**config.mk**
```make
export PLATFORM = sky130hd
export DESIGN_NAME = positional_list_engine_core
export DESIGN_NICKNAME = d
export VERILOG_FILES = /design/src/ple_pkg.sv /design/src/ple_ctrl.sv /design/src/ple_dp.sv /design/src/positional_list_engine_core.sv
export SDC_FILE = /design/constraint.sdc
export NUM_CORES = 2
export LEC_CHECK = 0
export ABC_CLOCK_PERIOD_IN_PS = 11000
export BUFFER_PORTS_ARGS = -buffer_cell sky130_fd_sc_hd__buf_4
export CAP_MARGIN = 20
export CORE_MARGIN = 3
export CORE_UTILIZATION = 55
export DETAILED_ROUTE_END_ITERATION = 16
export HOLD_SLACK_MARGIN = 0.02
export MAX_ROUTING_LAYER = met4
export PLACE_DENSITY_LB_ADDON = 0.3
export SYNTH_ARGS = -nofsm -noshare
export SYNTH_HDL_FRONTEND = slang
export SYNTH_SLANG_ARGS = --single-unit
```
**constraint.sdc**
```tcl
create_clock -name clk_i -period 11 [get_ports clk_i]
set_clock_uncertainty 0.1 [all_clocks]
set_input_delay 1.65 -clock clk_i [delete_from_list [all_inputs] [get_ports clk_i]]
set_output_delay 1.65 -clock clk_i [all_outputs]
set_load 0.01 [all_outputs]
```
**src/ple_pkg.sv**
```systemverilog
// ----------------------------------------------------------------------------
// ple_pkg
// Shared types and constants for the positional list engine: request and
// result beats, request and status codes, controller states and the command
// and status groups between controller and datapath.
// ----------------------------------------------------------------------------
`default_nettype none

package ple_pkg;

  localparam int CAPACITY = 32;
  localparam int CNT_W    = $clog2(CAPACITY + 1);
  localparam int POS_W    = 6;
  localparam int CMP_W    = ((CNT_W > POS_W) ? CNT_W : POS_W) + 1;

  typedef enum logic [2:0] {
    REQ_INS_END   = 3'd0,
    REQ_INS_BEGIN = 3'd1,
    REQ_INS_POS   = 3'd2,
    REQ_UPD_POS   = 3'd3,
    REQ_DEL_BEGIN = 3'd4,
    REQ_DEL_END   = 3'd5,
    REQ_DEL_POS   = 3'd6,
    REQ_READOUT   = 3'd7
  } req_code_e;

  typedef enum logic [1:0] {
    ST_OK     = 2'd0,
    ST_BADPOS = 2'd1,
    ST_FULL   = 2'd2,
    ST_EMPTY  = 2'd3
  } status_e;

  typedef enum logic [2:0] {
    OP_NOP,
    OP_INS,
    OP_UPD,
    OP_DEL,
    OP_ROT
  } op_e;

  typedef enum logic [1:0] {
    SEL_END,
    SEL_BEGIN,
    SEL_POS
  } sel_e;

  typedef enum logic {
    S_IDLE,
    S_READ
  } state_e;

  typedef struct packed {
    logic [2:0]         req_type;
    logic [POS_W-1:0]   position;
    logic signed [31:0] item_value;
  } req_t;

  typedef struct packed {
    logic [1:0]         status;
    logic signed [31:0] read_value;
    logic [5:0]         list_length;
    logic               last_flag;
  } res_t;

  typedef struct packed {
    op_e     op;
    sel_e    sel;
    status_e status;
    logic    emit;
    logic    emit_value;
    logic    last;
    logic    load_rem;
  } cmd_t;

  typedef struct packed {
    logic empty;
    logic full;
    logic ins_pos_ok;
    logic pos_ok;
    logic cnt_is_one;
    logic rem_is_one;
  } dp_status_t;

endpackage

`default_nettype wire

```
**src/ple_ctrl.sv**
```systemverilog
// ----------------------------------------------------------------------------
// ple_ctrl
// Request decoder and readout sequencer. Checks each request against the
// datapath status and issues one command per cycle.
// ----------------------------------------------------------------------------
`default_nettype none

module ple_ctrl
  import ple_pkg::*;
(
  input  logic       clk_i,
  input  logic       rst_ni,
  input  logic       start,
  input  logic [2:0] req_type_i,
  input  dp_status_t dp_status_i,
  output logic       busy,
  output cmd_t       cmd_o
);

  state_e state_q, state_d;

  always_ff @(posedge clk_i or negedge rst_ni) begin
    if (!rst_ni) begin
      state_q <= S_IDLE;
    end else begin
      state_q <= state_d;
    end
  end

  always_comb begin
    state_d        = state_q;
    busy           = (state_q == S_READ);
    cmd_o          = '0;
    cmd_o.op       = OP_NOP;
    cmd_o.sel      = SEL_POS;
    cmd_o.status   = ST_OK;

    case (state_q)
      S_IDLE: begin
        if (start) begin
          cmd_o.emit = 1'b1;
          cmd_o.last = 1'b1;
          case (req_type_i)
            REQ_INS_END, REQ_INS_BEGIN, REQ_INS_POS: begin
              if (dp_status_i.full) begin
                cmd_o.status = ST_FULL;
              end else if (req_type_i == REQ_INS_POS && !dp_status_i.ins_pos_ok) begin
                cmd_o.status = ST_BADPOS;
              end else begin
                cmd_o.op  = OP_INS;
                cmd_o.sel = (req_type_i == REQ_INS_END)   ? SEL_END :
                            (req_type_i == REQ_INS_BEGIN) ? SEL_BEGIN : SEL_POS;
              end
            end
            REQ_UPD_POS: begin
              if (!dp_status_i.pos_ok) begin
                cmd_o.status = ST_BADPOS;
              end else begin
                cmd_o.op = OP_UPD;
              end
            end
            REQ_DEL_BEGIN, REQ_DEL_END, REQ_DEL_POS: begin
              if (dp_status_i.empty) begin
                cmd_o.status = ST_EMPTY;
              end else if (req_type_i == REQ_DEL_POS && !dp_status_i.pos_ok) begin
                cmd_o.status = ST_BADPOS;
              end else begin
                cmd_o.op  = OP_DEL;
                cmd_o.sel = (req_type_i == REQ_DEL_END)   ? SEL_END :
                            (req_type_i == REQ_DEL_BEGIN) ? SEL_BEGIN : SEL_POS;
              end
            end
            default: begin
              if (dp_status_i.empty) begin
                cmd_o.status = ST_EMPTY;
              end else begin
                // emit the head and rotate; stay for the rest of the list
                cmd_o.op         = OP_ROT;
                cmd_o.emit_value = 1'b1;
                cmd_o.load_rem   = 1'b1;
                cmd_o.last       = dp_status_i.cnt_is_one;
                if (!dp_status_i.cnt_is_one) begin
                  state_d = S_READ;
                end
              end
            end
          endcase
        end
      end
      S_READ: begin
        cmd_o.op         = OP_ROT;
        cmd_o.emit       = 1'b1;
        cmd_o.emit_value = 1'b1;
        cmd_o.last       = dp_status_i.rem_is_one;
        if (dp_status_i.rem_is_one) begin
          state_d = S_IDLE;
        end
      end
      default: begin
        state_d = S_IDLE;
      end
    endcase
  end

endmodule

`default_nettype wire

```
**src/ple_dp.sv**
```systemverilog
// ----------------------------------------------------------------------------
// ple_dp
// Row of shifting cells holding the list, element count, readout counter and
// the registered result beat.
// ----------------------------------------------------------------------------
`default_nettype none

module ple_dp
  import ple_pkg::*;
(
  input  logic               clk_i,
  input  logic               rst_ni,
  input  cmd_t               cmd_i,
  input  logic [POS_W-1:0]   position_i,
  input  logic signed [31:0] item_value_i,
  output dp_status_t         dp_status_o,
  output logic               result_valid_o,
  output res_t               result_o
);

  logic signed [31:0] cell_q [CAPACITY];
  logic signed [31:0] cell_d [CAPACITY];
  logic [CNT_W-1:0]   count_q, count_d;
  logic [CNT_W-1:0]   rem_q, rem_d;
  logic [CNT_W-1:0]   idx;
  logic [CMP_W-1:0]   pos_x, cnt_x;
  logic               res_valid_q;
  res_t               res_q;

  assign pos_x = CMP_W'(position_i);
  assign cnt_x = CMP_W'(count_q);

  assign dp_status_o.empty      = (count_q == '0);
  assign dp_status_o.full       = (count_q == CNT_W'(CAPACITY));
  assign dp_status_o.ins_pos_ok = (pos_x != '0) && (pos_x <= cnt_x + CMP_W'(1));
  assign dp_status_o.pos_ok     = (pos_x != '0) && (pos_x <= cnt_x);
  assign dp_status_o.cnt_is_one = (count_q == CNT_W'(1));
  assign dp_status_o.rem_is_one = (rem_q == CNT_W'(1));

  // target cell index: end means the free slot for insert, the tail for delete
  always_comb begin
    case (cmd_i.sel)
      SEL_END:   idx = (cmd_i.op == OP_INS) ? count_q : count_q - CNT_W'(1);
      SEL_BEGIN: idx = '0;
      SEL_POS:   idx = CNT_W'(pos_x - CMP_W'(1));
      default:   idx = '0;
    endcase
  end

  always_comb begin
    count_d = count_q;
    rem_d   = rem_q;
    for (int i = 0; i < CAPACITY; i++) begin
      cell_d[i] = cell_q[i];
    end

    case (cmd_i.op)
      OP_INS: begin
        count_d = count_q + CNT_W'(1);
        for (int i = 0; i < CAPACITY; i++) begin
          if (CNT_W'(i) == idx) begin
            cell_d[i] = item_value_i;
          end else if (i > 0 && CNT_W'(i) > idx && CNT_W'(i) <= count_q) begin
            cell_d[i] = cell_q[(i > 0) ? i - 1 : 0];
          end
        end
      end
      OP_UPD: begin
        for (int i = 0; i < CAPACITY; i++) begin
          if (CNT_W'(i) == idx) begin
            cell_d[i] = item_value_i;
          end
        end
      end
      OP_DEL: begin
        count_d = count_q - CNT_W'(1);
        for (int i = 0; i < CAPACITY - 1; i++) begin
          if (CNT_W'(i) >= idx && CNT_W'(i + 1) < count_q) begin
            cell_d[i] = cell_q[i + 1];
          end
        end
      end
      OP_ROT: begin
        // rotate the held elements left by one; head wraps to the tail
        rem_d = cmd_i.load_rem ? count_q - CNT_W'(1) : rem_q - CNT_W'(1);
        for (int i = 0; i < CAPACITY; i++) begin
          if (CNT_W'(i + 1) == count_q) begin
            cell_d[i] = cell_q[0];
          end else if (i < CAPACITY - 1 && CNT_W'(i + 1) < count_q) begin
            cell_d[i] = cell_q[(i < CAPACITY - 1) ? i + 1 : i];
          end
        end
      end
      default: begin
      end
    endcase
  end

  always_ff @(posedge clk_i) begin
    for (int i = 0; i < CAPACITY; i++) begin
      cell_q[i] <= cell_d[i];
    end
  end

  always_ff @(posedge clk_i or negedge rst_ni) begin
    if (!rst_ni) begin
      count_q     <= '0;
      rem_q       <= '0;
      res_valid_q <= 1'b0;
    end else begin
      count_q     <= count_d;
      rem_q       <= rem_d;
      res_valid_q <= cmd_i.emit;
    end
  end

  always_ff @(posedge clk_i) begin
    if (cmd_i.emit) begin
      res_q.status      <= cmd_i.status;
      res_q.read_value  <= cmd_i.emit_value ? cell_q[0] : 32'sd0;
      res_q.list_length <= 6'(count_d);
      res_q.last_flag   <= cmd_i.last;
    end
  end

  assign result_valid_o = res_valid_q;
  assign result_o       = res_q;

endmodule

`default_nettype wire

```
**src/positional_list_engine_core.sv**
```systemverilog
// ----------------------------------------------------------------------------
// positional_list_engine_core
// Ordered list of signed 32-bit values with positional insert, update,
// delete and in-order readout, held in a row of shifting cells.
// ----------------------------------------------------------------------------
//
//   channel   | handshake              | beat
//   ----------+------------------------+---------------------------
//   request   | start high, busy low   | req_i  (req_t)
//   result    | result_valid_o strobe  | result_o (res_t)
//
// Every request except a readout of a non-empty list yields one result beat in
// the next cycle; such requests may run every cycle.
// A readout of N >= 1 elements yields N beats on consecutive cycles and holds
// busy high until its last beat is issued: the cell row rotates by one position per cycle.
// Reset clears the element count; the cells are undefined until written.
// Result beats are not held: each stands for exactly one cycle.
// ----------------------------------------------------------------------------
`default_nettype none

module positional_list_engine_core
  import ple_pkg::*;
(
  input  logic clk_i,
  input  logic rst_ni,
  input  logic start,
  output logic busy,
  input  req_t req_i,
  output logic result_valid_o,
  output res_t result_o
);

  cmd_t       cmd;
  dp_status_t dp_status;

  ple_ctrl u_ctrl (
    .clk_i       (clk_i),
    .rst_ni      (rst_ni),
    .start       (start),
    .req_type_i  (req_i.req_type),
    .dp_status_i (dp_status),
    .busy        (busy),
    .cmd_o       (cmd)
  );

  ple_dp u_dp (
    .clk_i          (clk_i),
    .rst_ni         (rst_ni),
    .cmd_i          (cmd),
    .position_i     (req_i.position),
    .item_value_i   (req_i.item_value),
    .dp_status_o    (dp_status),
    .result_valid_o (result_valid_o),
    .result_o       (result_o)
  );

endmodule

`default_nettype wire

```
Word level (Yosys, flattened, before mapping)
Memories as Yosys holds them, arrays and structs flattened.
Index checks and enable logic that the tools add are counted.

storage, ports and cells
  register bits after elaboration = 55
  latch bits = 0
  memory bits (writable) = 1024
  memory bits (read-only) = 0
  input port bits = 44
  output and inout bits = 43
  logic and storage cells = 522
  memories = 1

memory list
  name         words  width  read ports  clocked after Yosys merged registers in  write ports  line          RTL
  u_dp.cell_q  32     32     32          0                                        32           ple_dp.sv:21  logic signed [31:0] cell_q [CAPACITY];

operators by class
  add/sub/neg operators = 5
  multiply operators = 0
  divide/modulo/power cells = 0
  magnitude comparators = 126
  equality and inequality tests = 77
  shifts and indexed selects = 0
  mux-type cells = 226
  bitwise logic cells = 2
  reductions and logical operators = 77

operators with widths
  operator               count
  $mux W32               188
  $pmux W992 S4          1
  $eq A5 B6 Y1 const A   32
  $eq A4 B6 Y1 const A   16
  $gt A5 B6 Y1 const A   16
  $le A5 B6 Y1 const A   16
  $lt A5 B6 Y1 const A   16
  $pmux W32 S3           1
  $ge A5 B6 Y1 const A   15
  $logic_and A1 B1 Y1    66
  $eq A3 B6 Y1 const A   8
  $ge A4 B6 Y1 const A   8
  $gt A4 B6 Y1 const A   8
  $le A4 B6 Y1 const A   8
  $lt A4 B6 Y1 const A   8
  $eq A2 B6 Y1 const A   4
  $ge A3 B6 Y1 const A   4
  $gt A3 B6 Y1 const A   4
  $le A3 B6 Y1 const A   4
  $lt A3 B6 Y1 const A   4
  $pmux W6 S2            2
  $sub A6 B1 Y6 const B  3
  $mux W2                8
  $mux W3                5
  other kinds (39)       68

Longest topological paths before layout
  depth after elaboration = 18
  mapped depth = 23
  mapped depth without buffers = 20

Modules after synthesis
From an unflattened synthesis, not the netlist that was laid out.

second synthesis, totals
  cells, all modules = 6300
  area, all modules = 62821.5 um2

by module, submodules not included
  module    times used  cells an instance  area each (um2)  sequential area each (um2)
  ple_dp    1           6260               62563.8          32306.0
  ple_ctrl  1           40                 257.7            25.0

Least setup slack after synthesis
OpenSTA, ideal clock, no wires.

  kind = input-to-reg
  start point = input req_i[37] in the netlist's numbering
  end point = memory u_dp.cell_q[12][0] (netlist: u_dp.cell_q[0][384]) (enable)
  library setup time = 595 ps
  arrival = 9628 ps
  slack = 677 ps
  stages on the path = 15
  path buffers = 1
  path through = ha_1 > and4_1 > o21ai_1 > a32oi_1 > nor4_1 > o31a_1 > nand2_1 > inv_1 > clkbuf_1 > ha_1 > a21oi_1 > nand3_1 > nand2_1 > a21oi_1 > a2111oi_0

RTL lines
  element      line                               RTL
  from (decl)  positional_list_engine_core.sv:28  input req_t req_i,
  to (decl)    ple_dp.sv:21

==> reports/metrics.yaml <==
status:
  status: "completed"
cells_and_area:
  mostFrequentLayoutCells: "edfxtp_1, mux2i_1, a221oi_1"
  seq_area_um2: 32300
  drive_above_1_share_pct: 10.4
  multi_input_area_um2: 28300
  fill_cells: 9233
  final_common_cell: "edfxtp_1"
  syn_to_final_growth_pct: 7.79
  post-route-util_pct: 60.3
  fin_nets: 5443
  finalNonFillerCells: 6987
hold_path:
  min_path_type: "flop to flop"
  hold_start: "u_dp.rem_q[5]"
detailed_routing:
  vias_per_cell: 8.29
  drt-total-wl_um: 281000
  vias: 57900
  dr.pass1.iters: 9
  dr.first_iter.drc_count: 11400
  ant_nets: 0
  wl_per_cell_um: 40.2
  route.detailed.drc: 0
worst_setup_path:
  r2r_start: "u_dp.count_q[3]"
  critPathKind: "flop to flop"
  crit_arrival_ps: 8630
  startpoint_type: "flop"
  cp.required_ps: 11390
  path_max_fanout: 22
  critPathCaptureType: "flop"
  startpoint: "u_dp.count_q[3]"
sta:
  fin_crit_sh_pct: 74.9
  max-slew-margin-rel_pct: 16.3
  fin_setup_tns_ps: 0
  hold_viol: 0
  final-setup-viol-count: 0
  layout_min_cycle_time_ps: 8240
  report.final.slew_viol_count: 0
  timing.fmax_mhz: 121
  rsz0062_at_grt: "no"
  tightest_slew_ps: 1260
cts:
  hold_buffers: 0
  root_buffer: "clkbuf_16"
  cts.clk_slew.worst_paths_ps: 70
  clockBufferDepth: 3
  cts_setup_buffers: 0
  ctsResizeCount: 0
  cts_num_sinks: 1079
  clkLatencyLatePin_ps: 750
  cts_tree: "done"
  htreeDepth: 3
  numCtsBuffers: 114
synthesis:
  ys.warnings.count: 0
  synth-edff-count: 1065
  ys_seq_elements: 1079
  synth_area_per_cell_um2: 11.0
  synth_cell_type_count: 83
  synth_ff_type: "edfxtp_1"
  syn_inst: 5743
  netlist_area_um2: 63400
  yosysSeqAreaShare_pct: 51.0
  async_reset_ff_share_pct: 1.30
  syn_nets: 5807
power:
  p_seq_share_pct: 40.0
  clkPwrFrac_pct: 14.6
  p_sw_share_pct: 45.5
  p_int_mw: 14.0
  power_density_nw_per_um2: 375
  pwr-share-comb_pct: 45.4
  switchingPower_mw: 11.7
  p_total_mw: 25.6
  leakage_nw: 26.4
  vdd_drop_max_mv: 0.266
floorplan:
  die_x_um: 346
  io_pins: 87
  num_rows: 123
  die_h_um: 346
  start_util_pct: 55.9
  die-area_um2: 119000
  core-area_um2: 113000
global_routing:
  grt_pass1_vias: 55900
  grt_overflow_total: 0
  grt_max_degree: 169
  antenna_found_initial: 9
  grt_pass1_wl_um: 396000
  grt_usage_pct: 46.3
placed_design:
  io_buffers: 86
  gp_congestion: 1.09
  dp.cells: 6763
  dpl.hpwl_um: 167000
flow_run:
  cap_viol_max_count: 0
## cells in the mapped netlist, types with 16 or more instances
cell type / instances / area share [%]
o21ai_1: 125 / 0.99
ha_1: 20 / 0.39
a221o_1: 81 / 1.3
a31oi_1: 39 / 0.38
nand2_1: 262 / 1.5
o2111ai_1: 16 / 0.22
a21oi_1: 164 / 1.3
a221oi_1: 862 / 12
nor2_1: 146 / 0.86
o211ai_1: 54 / 0.64
nand3_1: 106 / 0.84
o21ai_0: 837 / 6.6
edfxtp_1: 1065 / 50
buf_1: 17 / 0.10
and2_1: 45 / 0.44
inv_1: 44 / 0.26
mux2i_1: 861 / 14
buf_6: 16 / 0.28
buf_4: 33 / 0.39
buf_2: 84 / 0.66
nor3_1: 50 / 0.39
clkbuf_1: 625 / 3.7
## metrics by stage
step	hold slack, ps	cell area [um^2]	worst slack, ps
2_1_floorplan	371	63400	677
4_1_cts	436	68400	2990
3_5_place_dp	415	64900	2870
6_report	431	68400	2760
3_3_place_gp	391	64900	2950
5_1_grt	494	68400	2400
## final cells by class
class / count / share of cell area [%]
Antenna cell: 16 / 0.0585
Clock buffer: 157 / 4.48
Clock inverter: 51 / 0.540
Inverter: 48 / 0.263
Multi-Input combinational cell: 3841 / 41.4
Sequential cell: 1079 / 47.3
Tap cell: 1500 / 2.74
Timing Repair Buffer: 295 / 3.29
## sequential cells by signal (all words and copies together) (netlist names)
name / cells
u_dp.result_o: 41
u_ctrl.busy: 1
u_dp.cell_q: 1024
u_dp.rem_q: 6
u_dp.count_q: 6
u_dp.result_valid_o: 1
## metal layers
metal  track usage [%]  part of all wire, %  vias to the layer above  wire length (um)
li1                  -                    -                    22500                 -
met1              55.3                   34                    28000             94300
met2              64.3                   42                     5944            117000
met3              18.0                   16                     1437             44900
met4              32.1                  8.8                        0             24800
met5                 -                    0                        -                 0
## path summary, 6_finish.rpt
| kind | end | slack [ps] | depth (start not counted) |
|---|---|---|---|
| worst max-delay path | u_dp.cell_q[1][291] | 2760 | 18 |
| worst min-delay path | u_dp.rem_q[5] | 430 | 2 |
| max in group asynchronous | u_dp.count_q[4] | 9880 | 1 |
| worst min register to register | u_dp.rem_q[5] | 430 | 2 |
| min in group asynchronous | u_dp.count_q[1] | 700 | 1 |
| worst max register to register | u_dp.cell_q[1][291] | 2760 | 18 |
## worst max-delay path: stages (launching register included)
cell	delay, ps
dfrtp_1	830
inv_1	400
nor2_1	510
nand2_1	220
xnor2_1	210
ha_1	300
nand3_1	90
o21ai_0	260
a31oi_1	170
o31a_1	320
buf_4	220
nand2_1	570
inv_1	440
ha_1	470
a21oi_1	220
nor2_1	610
and2_1	1070
nor2_1	500
a221o_1	480
## power by group through the flow
stage	clock network, mW	logic [mW]	registers (mW)
finish	3.75	11.6	10.2
global route	3.89	12.1	10.3
CTS	3.72	11.1	10.0
detailed placement	0	11.0	10.1
global placement	0	10.8	10.0
floorplan	0	7.00	9.43
## cells by family (layout without fill, tap and decap cells)
family / count (synthesis) / in the layout / share of synthesized area (%)
AOI/OAI and AO/OA: 2276 / 2276 / 24.6
xor gates and xnor gates: 11 / 11 / 0.152
adders and majority gates: 20 / 20 / 0.394
buffers and inverters: 823 / 551 / 5.42
DFF: 1079 / 1079 / 51.0
muxes: 861 / 861 / 13.6
other: 0 / 16 / 0
and+or+nand+nor: 673 / 673 / 4.89
No activity file was read; power rests on OpenSTA's default activity.
